`src/hw/rtl/bsse_ram.sv`:
```
// Generic single-write, single-read RAM with registered read data.
// No dependencies.
`default_nettype none
module bsse_ram #(
  parameter int WIDTH = 32,
  parameter int DEPTH = 32
) (
  input  wire logic                     clk_i,
  input  wire logic                     we_i,
  input  wire logic [$clog2(DEPTH)-1:0] waddr_i,
  input  wire logic [WIDTH-1:0]         wdata_i,
  input  wire logic [$clog2(DEPTH)-1:0] raddr_i,
  output logic      [WIDTH-1:0]         rdata_o
);

  logic [WIDTH-1:0] mem_q [DEPTH];

  always_ff @(posedge clk_i) begin
    if (we_i) begin
      mem_q[waddr_i] <= wdata_i;
    end
    rdata_o <= mem_q[raddr_i];
  end

endmodule
`default_nettype wire

```
`config.mk`:
```
export PLATFORM = sky130hd
export DESIGN_NAME = bsse_ram
export DESIGN_NICKNAME = d
export VERILOG_FILES = /design/src/hw/rtl/bsse_ram.sv
export SDC_FILE = /design/constraint.sdc
export NUM_CORES = 1
export LEC_CHECK = 0
export BUFFER_PORTS_ARGS = -buffer_cell sky130_fd_sc_hd__buf_2
export CORE_ASPECT_RATIO = 0.5
export CORE_MARGIN = 2
export CORE_UTILIZATION = 50
export DETAILED_ROUTE_END_ITERATION = 12
export GPL_TIMING_DRIVEN = 0
export HOLD_SLACK_MARGIN = 0.06
export PLACE_DENSITY = 0.66
export SYNTH_ARGS = -nofsm -noshare
export SYNTH_HDL_FRONTEND = slang
export SYNTH_SLANG_ARGS = --single-unit
```
`constraint.sdc`:
```
create_clock -name clk_i -period 4.9 [get_ports clk_i]
set_input_delay 0 -clock clk_i [delete_from_list [all_inputs] [get_ports clk_i]]
set_output_delay 0 -clock clk_i [all_outputs]
set_load 0.02 [all_outputs]
```
==> results.md <==
- Result of the run: completed
- Cell breakdown of the critical path: dlygate4sd3_1 -> buf_2 -> or2_2 -> clkbuf_1 -> clkbuf_1 -> nor3_1 -> a31oi_1 -> nand3_1
- Post-layout min period: 2.35 ns
- Timing startpoint of the critical path: raddr_i[3]
- Cell depth of the worst flop-to-flop path: 5
- Root Buffer: clkbuf_16
- Sum of overflow across all layers after global routing: 0
- Die Y: 205 um
- Highest ir drop seen on vdd: 0.284 mV
- Worst reg2reg startpoint: mem_q[4][11]
- Maximum number of pins on one net before global-route repair: 33
- Setup violators final: 0
- Horizontal die dimension: 406 um
- Highest layer used for signal routing: met4
- Total clock buffers created by CTS: 91
- Most area-hungry cell type in the Yosys netlist: edfxtp_1
- Kind of critical path: in2reg
- Number of optimization iterations in the first detailed-route pass: 5
- Synthesized cell area: 40,500 um^2
- Number of synthesized register bits: 1,056
- Post-DP HPWL: 62.0 mm
- Clock edge transition at the registers on the reported setup and hold paths: 0.07 ns
- Area of the placeable core: 79,800 um^2
- Fin worst setup slack: 2.55 ns
- Routed len/inst: 26.9 um
- First-pass GRT wire length: 142 mm
- Post-synthesis share of cell area spent on xor and xnor gates: 0
- Fraction of post-synthesis cell area in the top cell type by area: 0.760
- R2R Setup Slk: 3.07 ns
- Worst Tran Pin Value: 1.18 ns
- Basic-gate share of the synthesized area counting and, or, nand and nor cells: 0.0310
- Via-to-Cell Ratio: 5.92
- Buffering stage count on the worst path with inverters included: 4
- Crit share post-route: 0.480
- Number of global-route vias before repair: 21,100
- Die footprint: 83,400 um^2
- Area added between synthesis and finish: 14.5%
- Buffers inserted during post-CTS setup optimization: 0
- Maximum buffer depth of the clock tree: 3
- Number of gates resized after cts: 0
- Final Routed Wirelength: 98.3 mm
- Fmax achieved: 425 MHz
- Fraction of final layout cells sized beyond drive strength 1: 0.134
- Cell variety after synth: 25
- Area fraction in compound gates after synthesis: 0.0485
- Synthesized-area fraction occupied by adder cells: 0
- Filler cells: 5,919
- Start point of the worst hold path: waddr_i[2]
- Total global-route track usage: 0.237
- Number of placement rows: 73
- Most common cell after layout, fill and taps aside: edfxtp_1
- Hold path cells: 3
- Arrival time at the worst endpoint: 2.82 ns
- Required time of the worst setup path: 5.37 ns
- Minimum setup slack after placement: 2.34 ns
- Worst Setup End Kind: register
- Most frequent CP cell: clkbuf_1
- Power density over the cells: 393 nW/um^2
- Violation count after the first detailed-routing iteration: 2,532
- CP peak stage delay: 0.59 ns
- Type of the most critical hold path: in2reg
- Synthesized netlist cell count: 2,260
- Initial core utilization: 0.507
- Reg2Reg Capture Point: rdata_o[11]
- Final-report hold violation count: 0
- DR WL met3: 9.44 mm
- Initial antenna violation count: 0
- Slowest cell on the critical path: a31oi_1
- Biggest area contributors in the synthesized netlist: edfxtp_1, mux2i_1, a22oi_1
- Warnings, synthesis: 0
- Sum of negative setup slack: 0 ns
- Number of nets at the end of the flow: 2,537
- Net count after synthesis: 2,304
- Hold path endpoint: mem_q[18][1]
- Setup Skew: 0.0247 ns
- Static leakage: 16.1 nW
- # IOs: 76
- Crit-path leading delay family: buffers and inverters
- Length of routed met2 wiring: 44.0 mm
- Global placement routability congestion: 0.843
- ANT nets after route: 0
- Total via count in the routed design: 21,600
- Maximum capacitance violations: 0
- Total DRC errors in the routed layout: 0
- Post-synthesis mux area share: 0.127
- Top library cells by usage in the layout, fill and taps aside: edfxtp_1, mux2i_1, buf_2, nand2_1, nand3_1
- Portion of the post-synthesis area used by sequential elements: 0.775
- Setup repair after global routing missed its margin: no
- Routed metal-1 wire length: 42.8 mm
- # port buffers: 74
- Worst setup SP type: input port
- Dominant combinational cell family by area after synthesis: multiplexers
- TritonCTS clock tree: built
- Relative max-transition margin: 0.216
- Synthesized area per cell: 17.9 um^2
- TritonCTS Sinks: 1,056
- Clock insertion delay at the later pin of the skew report: 0.67 ns
- Number of max-slew violations in the final report: 0
- Worst-path maximum fanout: 10
- H-tree depth: 3
==> registers in the layout (all words and copies together) (netlist names) <==
signal and cells:
mem_q 1024, rdata_o 32
==> how the worst max path moves through the flow <==
stage | endpoint | slack, ns | cells after the start
floorplan | mem_q[12][0] | 2.47 | 3
global route | rdata_o[11] | 2.41 | 8
detailed placement | rdata_o[12] | 2.34 | 8
CTS | rdata_o[12] | 2.66 | 8
finish | rdata_o[11] | 2.55 | 8
global placement | mem_q[20][16] | 0.67 | 4
==> cell usage after synthesis <==
| library cell | count |
|---|---|
| clkbuf_4 | 2 |
| nor2_1 | 34 |
| nand2b_1 | 2 |
| a31oi_1 | 32 |
| a22o_1 | 64 |
| buf_1 | 5 |
| nand3b_1 | 5 |
| and2b_1 | 1 |
| edfxtp_1 | 1024 |
| nor3_1 | 32 |
| nor2b_1 | 1 |
| or2_2 | 1 |
| a22oi_1 | 96 |
| buf_6 | 15 |
| nand2_1 | 98 |
| or3_1 | 1 |
| dfxtp_1 | 32 |
| or3b_2 | 3 |
| buf_4 | 33 |
| nand3_1 | 98 |
| a21oi_1 | 96 |
| mux2i_1 | 512 |
| clkbuf_1 | 46 |
| and2_1 | 1 |
| buf_2 | 26 |
==> layer usage <==
metal | vias up | track usage
li1 | 9443 | -
met1 | 11100 | 0.351
met2 | 936 | 0.358
met3 | 155 | 0.0558
met4 | 0 | 0.0561
met5 | - | 0
==> area by class of cell <==
cell class / count / area (um^2) / area share
Clock buffer: 120 / 2470 / 0.0533
Timing Repair Buffer: 140 / 1390 / 0.0300
Buffer: 127 / 753 / 0.0163
Clock inverter: 44 / 390 / 0.00842
Antenna cell: 1 / 2.50 / 0.0000540
Multi-Input combinational cell: 1077 / 8580 / 0.185
Tap cell: 1087 / 1360 / 0.0294
Sequential cell: 1056 / 31400 / 0.677
==> cells by family after synthesis <==
family,Yosys count
and+or+nand+nor,277
AOI/OAI and AO/OA,288
DFF,1056
muxes,512
buffers and inverters,127
==> metrics by stage <==
step | utilization | cells | instance area, um^2 | power [mW] | hold slack (ns)
final | 0.580 | 3652 | 46300 | 18.2 | 0.122
after global routing | 0.580 | 3651 | 46300 | 18.7 | 0.127
after CTS | 0.580 | 3651 | 46300 | 18.3 | 0.0814
after detailed placement | 0.540 | 3453 | 43100 | 11.3 | 0.415
after global placement | 0.529 | 3421 | 42200 | 11.3 | 0.416
after floorplan | - | 2260 | 40500 | 10.8 | 0.0989
==> tightest hold or removal path: stages <==
cell	delay, ns
buf_2	0.15
or3b_2	0.28
nor2_4	0.16
==> repair_timing <==
action / 4_1_cts / 5_1_grt
hold buffers: 34 / 0
endpoints found under the setup margin: 0 / 0
endpoints found under the hold margin: 1026 / 0
==> report_power, final <==
| group | internal, mW | total (mW) | switching (mW) |
|---|---|---|---|
| combinational | 0.341 | 1.09 | 0.750 |
| clock | 3.87 | 7.06 | 3.19 |
| sequential | 10.0 | 10.1 | 0.0320 |
(Power assumes the default switching activity.)
