### config.mk
export PLATFORM = sky130hd
export DESIGN_NAME = bsse_div
export DESIGN_NICKNAME = d
export VERILOG_FILES = /design/src/hw/rtl/bsse_div.sv
export SDC_FILE = /design/constraint.sdc
export NUM_CORES = 1
export LEC_CHECK = 0
export ABC_AREA = 1
export BUFFER_PORTS_ARGS = -buffer_cell sky130_fd_sc_hd__buf_2
export CORE_ASPECT_RATIO = 1.4
export CORE_UTILIZATION = 31
export CTS_CLUSTER_DIAMETER = 60
export DETAILED_ROUTE_END_ITERATION = 10
export GPL_TIMING_DRIVEN = 0
export PLACE_DENSITY_LB_ADDON = 0.3
export SYNTH_ARGS = -nofsm -noshare
export SYNTH_HDL_FRONTEND = slang
export SYNTH_SLANG_ARGS = --single-unit
### constraint.sdc
create_clock -name clk_i -period 6.5 [get_ports clk_i]
set_clock_uncertainty 0.15 [all_clocks]
set_input_delay 1.3 -clock clk_i [delete_from_list [all_inputs] [get_ports clk_i]]
set_output_delay 1.3 -clock clk_i [all_outputs]
set_load 0.01 [all_outputs]
### src/hw/rtl/bsse_div.sv
// Bit-serial restoring divider: 64-bit magnitude by 18-bit magnitude, one quotient bit per cycle.
// The quotient is truncated toward zero and carries the given sign. No dependencies.
`default_nettype none
module bsse_div (
  input  wire logic               clk_i,
  input  wire logic               rst_ni,
  input  wire logic               start_i,
  input  wire logic [63:0]        num_i,
  input  wire logic [17:0]        den_i,
  input  wire logic               neg_i,
  output logic                    done_o,
  output logic signed [63:0]      quo_o
);

  logic [63:0] num_q;
  logic [17:0] rem_q, den_q;
  logic [5:0]  cnt_q;
  logic        run_q, done_q, neg_q;
  logic [18:0] trial, diff;
  logic        qbit;

  always_comb begin
    trial = {rem_q, num_q[63]};
    diff  = trial - {1'b0, den_q};
    qbit  = (trial >= {1'b0, den_q});
  end

  always_ff @(posedge clk_i or negedge rst_ni) begin
    if (!rst_ni) begin
      run_q  <= 1'b0;
      done_q <= 1'b0;
      cnt_q  <= 6'd0;
      num_q  <= 64'd0;
      rem_q  <= 18'd0;
      den_q  <= 18'd0;
      neg_q  <= 1'b0;
    end else begin
      done_q <= 1'b0;
      if (start_i) begin
        num_q <= num_i;
        den_q <= den_i;
        neg_q <= neg_i;
        rem_q <= 18'd0;
        cnt_q <= 6'd0;
        run_q <= 1'b1;
      end else if (run_q) begin
        rem_q <= qbit ? diff[17:0] : trial[17:0];
        num_q <= {num_q[62:0], qbit};
        cnt_q <= cnt_q + 6'd1;
        if (cnt_q == 6'd63) begin
          run_q  <= 1'b0;
          done_q <= 1'b1;
        end
      end
    end
  end

  assign done_o = done_q;
  assign quo_o  = neg_q ? -$signed(num_q) : $signed(num_q);

endmodule
`default_nettype wire

==> flow_summary.json <==
{
  "vias": 8308,
  "placementRows": 69,
  "finalSetupTns_ps": 0,
  "syn_area_per_cell_sq_um": 6.94,
  "worst-setup-path-type": "flop to primary output",
  "vias_per_cell": 5.08,
  "worstHoldEndpoint": "den_q[0]$_DFFE_PN0P_",
  "arrival_ps": 2780,
  "portBuffers": 149,
  "hold_path_depth": 2,
  "grt_pass1_wl_mm": 43.7,
  "tightest_slew_ps": 939,
  "first_global_vias": 8179,
  "max_stage_delay_ps": 610,
  "crit_required_ps": 5050,
  "post_drt_wl_per_cell_um": 17.6,
  "end_kind": "primary output",
  "critPathLaunchType": "flop",
  "core_sq_um": 25400,
  "ff2ff_setup_slack_ps": 3950,
  "fin_area_sq_um": 9460,
  "die_h_um": 192,
  "critPathMostFrequentCell": "nand2_1",
  "maxCapViolCount": 0,
  "dpl.hpwl_mm": 23.1,
  "power.density_nw_per_um2": 308,
  "power_mw": 2.92,
  "cp_top_family": "simple AND/OR/NAND/NOR gates",
  "cpMaxStageDelayCell": "nor3_1",
  "initial_core_util_pct": 31.5,
  "final_cell_mix": "369 x nand2_1, 148 x buf_2, 128 x inv_1, 120 x nor2_1, 109 x dfrtp_1",
  "min_period_over_period_pct": 65.0,
  "timing.rr.start": "num_q[63]$_DFFE_PN0P_",
  "hold_buffers": 0,
  "met2_length_mm": 15.5,
  "synth-main-ff-cell": "dfrtp_1",
  "topRoutingLayerUsed": "met4",
  "reg2reg_depth": 14,
  "max_slew_margin_pct": 37.2,
  "synth_edf_count": 0,
  "synthCells": 1152,
  "cts.clk_slew.worst_paths_ps": 80,
  "grt_overflow_total": 0,
  "syn_to_final_growth_pct": 18.4,
  "final_cells": 1636,
  "rsz0062_at_grt": "no",
  "cts_tree": "yes",
  "r2r_end": "rem_q[14]$_DFFE_PN0P_",
  "hold_viol_final": 0,
  "netlist_area_sq_um": 7990,
  "synth.area.top_cells": "dfrtp_1 34%, nand2_1 17%, xor2_1 6.5%",
  "cp_num_buf_inv": 2,
  "track_usage_pct": 22.4,
  "antenna_found_initial": 0,
  "drive_gt1_share_pct": 16.1,
  "dpl_cell_area_sq_um": 9170,
  "route.detailed.drc": 0,
  "antenna_cells": 0,
  "clk_path_buf_depth": 2,
  "seq_area_frac_synth_pct": 34.1,
  "clock_tree.root_cell": "clkbuf_16",
  "finalMaxSlewViolations": 0,
  "first_pass_iters": 7,
  "fillCellCount": 2792,
  "synth_seq_cells": 109,
  "gp_congestion": 0.970,
  "die_area_sq_um": 26400,
  "yosysTopAreaCell": "dfrtp_1",
  "die_x_um": 138,
  "p_leak_nw": 4.76,
  "htreeDepth": 3,
  "ir_worst_vdd_mv": 0.146,
  "async_reset_ff_share_pct": 100,
  "grt_max_degree": 78,
  "met1Wirelength_mm": 11.1,
  "yosys.area.top_type_share_pct": 34.1,
  "yosysWarnings": 0,
  "cp_max_fo": 4,
  "totalWireLength_mm": 28.8,
  "syn_nets": 1259,
  "wl_met3_um": 955,
  "outcome": "complete, no violations",
  "setup_viol": 0,
  "clock_latency_ps": 380,
  "hold_class": "flop to flop",
  "placed_cells": 1621,
  "final_nets": 1420,
  "min_period_ps": 4230,
  "cts_made_buffers": 9,
  "timing.fmax_ghz": 0.237,
  "ys_types": 40,
  "post_cts_resized": 0,
  "ant_nets": 0,
  "min-delay-start": "den_q[0]$_DFFE_PN0P_",
  "worstPathCellList": "inv_1 -> ha_1 -> nand3_1 -> nor2_1 -> nand2_1 -> nor3_1 -> xor2_1 -> nand2_1 -> nand2_1 -> buf_2",
  "drt_iter0_drc": 538,
  "final_common_cell": "nand2_1",
  "cts_setup_buffers": 0,
  "cts_sinks": 109,
  "ios": 151
}
-- synthesized netlist by cell type, types with 5 or more instances --
cell,n
o221ai_1,44
a21oi_1,21
nand2_2,8
inv_2,7
clkbuf_1,33
nand2_1,369
nor3_1,16
nor2_1,120
o211ai_1,10
o21ai_1,5
nand3_2,7
nand4_1,21
nand3_1,60
o21ai_0,55
dfrtp_1,109
inv_1,128
a22oi_1,15
ha_1,20
xor2_1,59
-- layer usage --
metal / up-vias / track usage (%)
met5: - / 0
met4: 0 / 12.6
met3: 65 / 2.24
met2: 262 / 42.1
met1: 3918 / 23.9
li1: 4063 / -
-- power by group --
| group | total (mW) | switching, mW | internal (mW) | leakage, nW |
|---|---|---|---|---|
| clock network | 0.589 | 0.279 | 0.309 | 0.139 |
| logic | 1.45 | 0.908 | 0.545 | 3.27 |
| registers | 0.876 | 0.0881 | 0.788 | 1.35 |
-- how the worst max path moves through the flow --
| stage | depth (start not counted) | end | startpoint |
|---|---|---|---|
| 6_report | 10 | quo_o[42] | num_q[0]$_DFFE_PN0P_ |
| 3_5_place_dp | 10 | quo_o[42] | num_q[0]$_DFFE_PN0P_ |
| 2_1_floorplan | 9 | quo_o[42] | num_q[0]$_DFFE_PN0P_ |
| 5_1_grt | 10 | quo_o[42] | num_q[0]$_DFFE_PN0P_ |
| 4_1_cts | 10 | quo_o[42] | num_q[0]$_DFFE_PN0P_ |
| 3_3_place_gp | 1 | den_q[12]$_DFFE_PN0P_ | rst_ni |
-- kinds of logic (layout without fill, tap and decap cells) --
group,Yosys count,in the layout,share of synthesized area [%]
buf+inv,182,347,9.72
simple gates,623,623,33.2
flops,109,109,34.1
xor+xnor,61,61,6.68
compound gates,156,156,12.9
fa+ha+maj,21,21,3.38
-- metrics by stage --
| stage | util, % | hold slack, ps | setup WS (ps) |
|---|---|---|---|
| floorplan | - | 296 | 3470 |
| global placement | 36.0 | 311 | 2590 |
| detailed placement | 36.1 | 320 | 2770 |
| CTS | 37.3 | 338 | 2350 |
| global route | 37.3 | 376 | 2090 |
| finish | 37.3 | 348 | 2270 |
-- tightest hold or removal path, cell delays in order, from the launching register on --
cell	delay (ps)
dfrtp_1	360
nand2_1	60
nand2_1	50
-- final cells by class --
class | count | area (sq um) | share of cell area, %
multi-input combinational | 861 | 4490 | 47.4
sequential | 109 | 2730 | 28.8
timing repair buffer | 150 | 779 | 8.24
inverter | 138 | 518 | 5.47
tap | 319 | 399 | 4.22
buffer | 44 | 259 | 2.74
clock buffer | 12 | 246 | 2.60
clock inverter | 3 | 46.3 | 0.489
-- flip-flops by register name, indices dropped and copies added, names as in the netlist --
signal / cells
done_o: 1
num_q: 64
den_q: 18
run_q: 1
rem_q: 18
cnt_q: 6
neg_q: 1
No activity file was read; power rests on OpenSTA's default activity.
