[src/hw/rtl/bsse_mul.sv]
// Iterative signed 64 by 64 multiplier: one 32 by 32 partial product per cycle.
// Gives the 128-bit magnitude of the product and its sign. No dependencies.
`default_nettype none
module bsse_mul (
  input  wire logic               clk_i,
  input  wire logic               rst_ni,
  input  wire logic               start_i,
  input  wire logic signed [63:0] a_i,
  input  wire logic signed [63:0] b_i,
  output logic                    done_o,
  output logic [127:0]            prod_o,
  output logic                    neg_o
);

  logic [63:0]  am_q, bm_q;
  logic [127:0] acc_q;
  logic [1:0]   step_q;
  logic         run_q, done_q, neg_q;
  logic [63:0]  pp;
  logic [127:0] pp_sh;

  always_comb begin
    pp = 64'(step_q[0] ? am_q[63:32] : am_q[31:0]) * 64'(step_q[1] ? bm_q[63:32] : bm_q[31:0]);
    case (step_q)
      2'd0:    pp_sh = {64'd0, pp};
      2'd3:    pp_sh = {pp, 64'd0};
      default: pp_sh = {32'd0, pp, 32'd0};
    endcase
  end

  always_ff @(posedge clk_i or negedge rst_ni) begin
    if (!rst_ni) begin
      run_q  <= 1'b0;
      done_q <= 1'b0;
      step_q <= 2'd0;
      am_q   <= 64'd0;
      bm_q   <= 64'd0;
      acc_q  <= 128'd0;
      neg_q  <= 1'b0;
    end else begin
      done_q <= 1'b0;
      if (start_i) begin
        am_q   <= a_i[63] ? 64'(-a_i) : 64'(a_i);
        bm_q   <= b_i[63] ? 64'(-b_i) : 64'(b_i);
        neg_q  <= a_i[63] ^ b_i[63];
        acc_q  <= 128'd0;
        step_q <= 2'd0;
        run_q  <= 1'b1;
      end else if (run_q) begin
        acc_q  <= acc_q + pp_sh;
        step_q <= step_q + 2'd1;
        if (step_q == 2'd3) begin
          run_q  <= 1'b0;
          done_q <= 1'b1;
        end
      end
    end
  end

  assign done_o = done_q;
  assign prod_o = acc_q;
  assign neg_o  = neg_q;

endmodule
`default_nettype wire

[config.mk]
export PLATFORM = sky130hd
export DESIGN_NAME = bsse_mul
export DESIGN_NICKNAME = d
export VERILOG_FILES = /design/src/hw/rtl/bsse_mul.sv
export SDC_FILE = /design/constraint.sdc
export NUM_CORES = 2
export LEC_CHECK = 0
export BUFFER_PORTS_ARGS = -buffer_cell sky130_fd_sc_hd__buf_2
export CAP_MARGIN = 20
export CORE_UTILIZATION = 35
export CTS_CLUSTER_SIZE = 12
export DETAILED_ROUTE_END_ITERATION = 16
export GPL_ROUTABILITY_DRIVEN = 1
export SLEW_MARGIN = 20
export SYNTH_ARGS = -nofsm -noshare
export SYNTH_HDL_FRONTEND = slang
export SYNTH_SLANG_ARGS = --single-unit
[constraint.sdc]
create_clock -name clk_i -period 13.1 [get_ports clk_i]
set_input_delay 1.965 -clock clk_i [delete_from_list [all_inputs] [get_ports clk_i]]
set_output_delay 1.965 -clock clk_i [all_outputs]
set_load 0.02 [all_outputs]
==> impl_summary.txt <==
----------------------------------------------------
[Route]
  Drt wl/cell ... 24.7 µm
  First-pass DRT Iterations ... 14
  Antenna violation net count after detailed routing ... 0
  First DRT Iteration DRCs ... 4515
  Vias after detailed routing ... 48.4k
  Number of design rule violations left after detail routing ... 2
  Total length of routed wires ... 215000 µm
  Detail-routed via count per cell ... 5.57

[Timing]
  Maximum clock frequency ... 79.1 MHz
  Final Hold Fails ... 0
  Clock period minus worst slack ... 12.64 ns
  Slack of the critical path ... 0.461 ns
  Max Clock Skew ... between 0.05 and 0.06 ns
  Share of the clock period used by the worst path ... between 90% and 100%
  Headroom to the max-slew limit ... 22.4%
  Setup-failing EPs final ... 0
  Final Slew Violations ... 0
  RSZ-0062 raised after global routing ... false
  Slew @ Worst Pin ... 1.16 ns

[Setup path]
  Cell with the most instances on the worst path ... sky130_fd_sc_hd__fa_1
  Type of element launching the critical path ... flip-flop
  Kind of end point of the critical path ... flip-flop
  Longest individual stage delay on the worst path ... 0.61 ns
  Max stage delay cell, worst path ... sky130_fd_sc_hd__dfrtp_4
  Req. time, crit path ... ~14 ns
  Crit path DAT ... 13.12 ns
  WS Path Type ... flip-flop to flip-flop
  Largest fanout on the critical path ... 15

[Synthesis]
  Cell type with the largest total area after synthesis ... sky130_fd_sc_hd__fa_1
  Post-synth design cell area ... 54500 µm²
  Number of enable flip-flop cells after synthesis ... 0
  Syn_nets ... 7908
  Post-Syn Instances ... between 6k and 7k
  Warning count from the yosys run ... 0
  Area share of the largest cell type after synthesis ... 33.0%
  Flops & latches, synth ... 261
  Leading cell types by count after synthesis ... sky130_fd_sc_hd__nor2_1, sky130_fd_sc_hd__inv_1, sky130_fd_sc_hd__fa_1, sky130_fd_sc_hd__nand2_1, sky130_fd_sc_hd__a21oi_1
  Cell with the most instances after synthesis ... sky130_fd_sc_hd__nor2_1
  Number of distinct library cells after synthesis ... between 80 and 90
  Share of the yosys chip area belonging to registers ... 12.0%
  Post-synth top flop ... sky130_fd_sc_hd__dfrtp_1
  Async set-reset flop share out of synthesis ... 100%
  Top area cells in the synthesized netlist ... sky130_fd_sc_hd__fa_1, sky130_fd_sc_hd__dfrtp_1, sky130_fd_sc_hd__ha_1
  Syn avg cell area ... 8.41 µm²

[Clocking]
  Clock latency reported for the late side of the worst-skew pair ... 0.63 ns
  CTS tree ... yes
  CTS Hold Bufs ... 0
  Clk pin slew, worst setup/hold paths ... 0.06 ns
  CTS Buffer Depth ... 3
  CTS H-tree lvls ... 2
  Number of clock sinks seen by CTS ... 261
  TritonCTS buffer count ... 37
  CTS root buffer ... sky130_fd_sc_hd__clkbuf_16

[Place]
  PortBufs ... 260
  Minimum setup slack after placement ... -0.0395 ns
  Final weighted congestion in routability-driven placement ... 0.993
  Placed wire-length estimate after detailed placement ... approximately 180000 µm

[Finish]
  Synth-to-layout area growth ... 10.5%
  Utilization after layout ... between 30% and 40%
  Final net count ... 8054
  Fill cell instance count of the final layout ... approximately 16k
  Fraction of final layout cells sized beyond drive strength 1 ... around a tenth
  Antenna diode instance count ... 0

[Floorplan]
  Floorplan core area ... approximately 150000 µm²
  Horizontal extent of the die ... 397 µm
  Die area ... ~160000 µm²
  Height of the die ... 397 µm
  Initial core utilization ... about a third
  Number of rows created at floorplan ... approximately 140
  Ports ... 261

[Global route]
  Pin count of the biggest net entering global routing ... 118
  Vias in the first global route ... 48.7k
  First-pass GRT wire length ... ~320000 µm
  GRT Overall Usage ... 27.2%
  Sum of overflow across all layers after global routing ... 0
  Initial antenna violation count ... 9

[Min path]
  Class of the tightest hold or removal check ... flip-flop to flip-flop

[Status]
  Run status ... complete, but fails checks
  Failing checks ... design-rule violations

[Job]
  Number of max-capacitance violations reported ... 0

----------------------------------------------------
-- critical path: cells and delay by family, from the launching register on --
kind            cells  cell delay (ns)
fa+ha+maj          10             4.89
compound gates     15             3.81
buf+inv             6             1.12
simple gates        6             1.06
flops               1             0.61
xor+xnor            2             0.60
mux                 1             0.40
-- path summary, 6_finish.rpt --
kind	from	to	slack (ns)	cells past startpoint
setup / recovery	step_q[1]	prod_o[122]	0.46	40
hold / removal	prod_o[66]	prod_o[66]	0.51	2
setup reg to reg	step_q[1]	prod_o[122]	0.46	40
hold reg to reg	prod_o[66]	prod_o[66]	0.51	2
max in group asynchronous	rst_ni	bm_q[63]	9.76	3
min in group asynchronous	rst_ni	prod_o[67]	1.39	1
-- cells in the final DEF (no fill, tap or decap), types with 48 or more instances in the layout --
master and n:
sky130_fd_sc_hd__a21o_1 92, sky130_fd_sc_hd__a22o_1 56, sky130_fd_sc_hd__xor2_1 197, sky130_fd_sc_hd__a21oi_1 405, sky130_fd_sc_hd__fa_1 897, sky130_fd_sc_hd__inv_1 910, sky130_fd_sc_hd__buf_4 184, sky130_fd_sc_hd__nor2_1 938
sky130_fd_sc_hd__mux2i_1 75, sky130_fd_sc_hd__ha_1 399, sky130_fd_sc_hd__nand4_1 97, sky130_fd_sc_hd__o21ai_0 268, sky130_fd_sc_hd__dfrtp_1 258, sky130_fd_sc_hd__nor3_1 56, sky130_fd_sc_hd__mux2_2 64, sky130_fd_sc_hd__nand2_1 704
sky130_fd_sc_hd__o21bai_1 48, sky130_fd_sc_hd__xnor2_1 104, sky130_fd_sc_hd__buf_2 258, sky130_fd_sc_hd__and2_1 62
-- routing by layer --
| layer | share of wire (%) | up-vias | track usage (%) | wire length (µm) |
|---|---|---|---|---|
| met5 | 0.021 | - | 0 | 45 |
| met4 | 5.3 | 8 | 12.5 | 11300 |
| met3 | 11 | 471 | 7.69 | 24400 |
| met2 | 41 | 2521 | 38.9 | 88900 |
| met1 | 42 | 24319 | 37.6 | 90200 |
| li1 | - | 21129 | - | - |
-- through the flow --
| stage | TNS (ns) | hold WS [ns] | area [µm²] | std cells |
|---|---|---|---|---|
| final | 0 | 0.510 | 60200 | 8698 |
| after global routing | 0 | 0.550 | 60200 | 8698 |
| after CTS | 0 | 0.519 | 60100 | 8687 |
| after detailed placement | -0.0395 | 0.506 | 58700 | 8620 |
| after global placement | -0.134 | 0.504 | 58700 | 8620 |
| after floorplan | 0 | 0.490 | 54500 | 6480 |
-- final cells by class --
type / instances / area (µm²) / share of cell area (%)
well taps: 2044 / 2560 / 4.25
flip-flops and latches: 261 / 6540 / 10.9
clock inverters: 20 / 277 / 0.459
clock buffers: 47 / 1020 / 1.70
repair buffers: 453 / 2880 / 4.79
inverters: 911 / 3420 / 5.68
multi-input cells: 4962 / 43500 / 72.3
-- logic make-up after synthesis --
| family | share of synthesized area, % |
|---|---|
| mux | 3.49 |
| simple gates | 16.4 |
| xor+xnor | 4.84 |
| compound gates | 12.5 |
| fa+ha+maj | 42.1 |
| buf+inv | 8.66 |
| flops | 12.0 |
-- registers in the layout, indices dropped and copies added (netlist names) --
| name | cells |
|---|---|
| run_q | 1 |
| prod_o | 128 |
| bm_q | 64 |
| neg_o | 1 |
| done_o | 1 |
| am_q | 64 |
| step_q | 2 |
-- timing repair --
| action | in CTS | in global routing |
|---|---|---|
| resized for setup | 2 | 8 |
| gates cloned | 0 | 0 |
| pin swaps | 0 | 1 |
| buffers inserted | 0 | 11 |
| endpoints found under the setup margin | 1 | 31 |
Power is not shown: default switching activity piles up to over one toggle a cycle in this logic, so the estimate is an artifact.
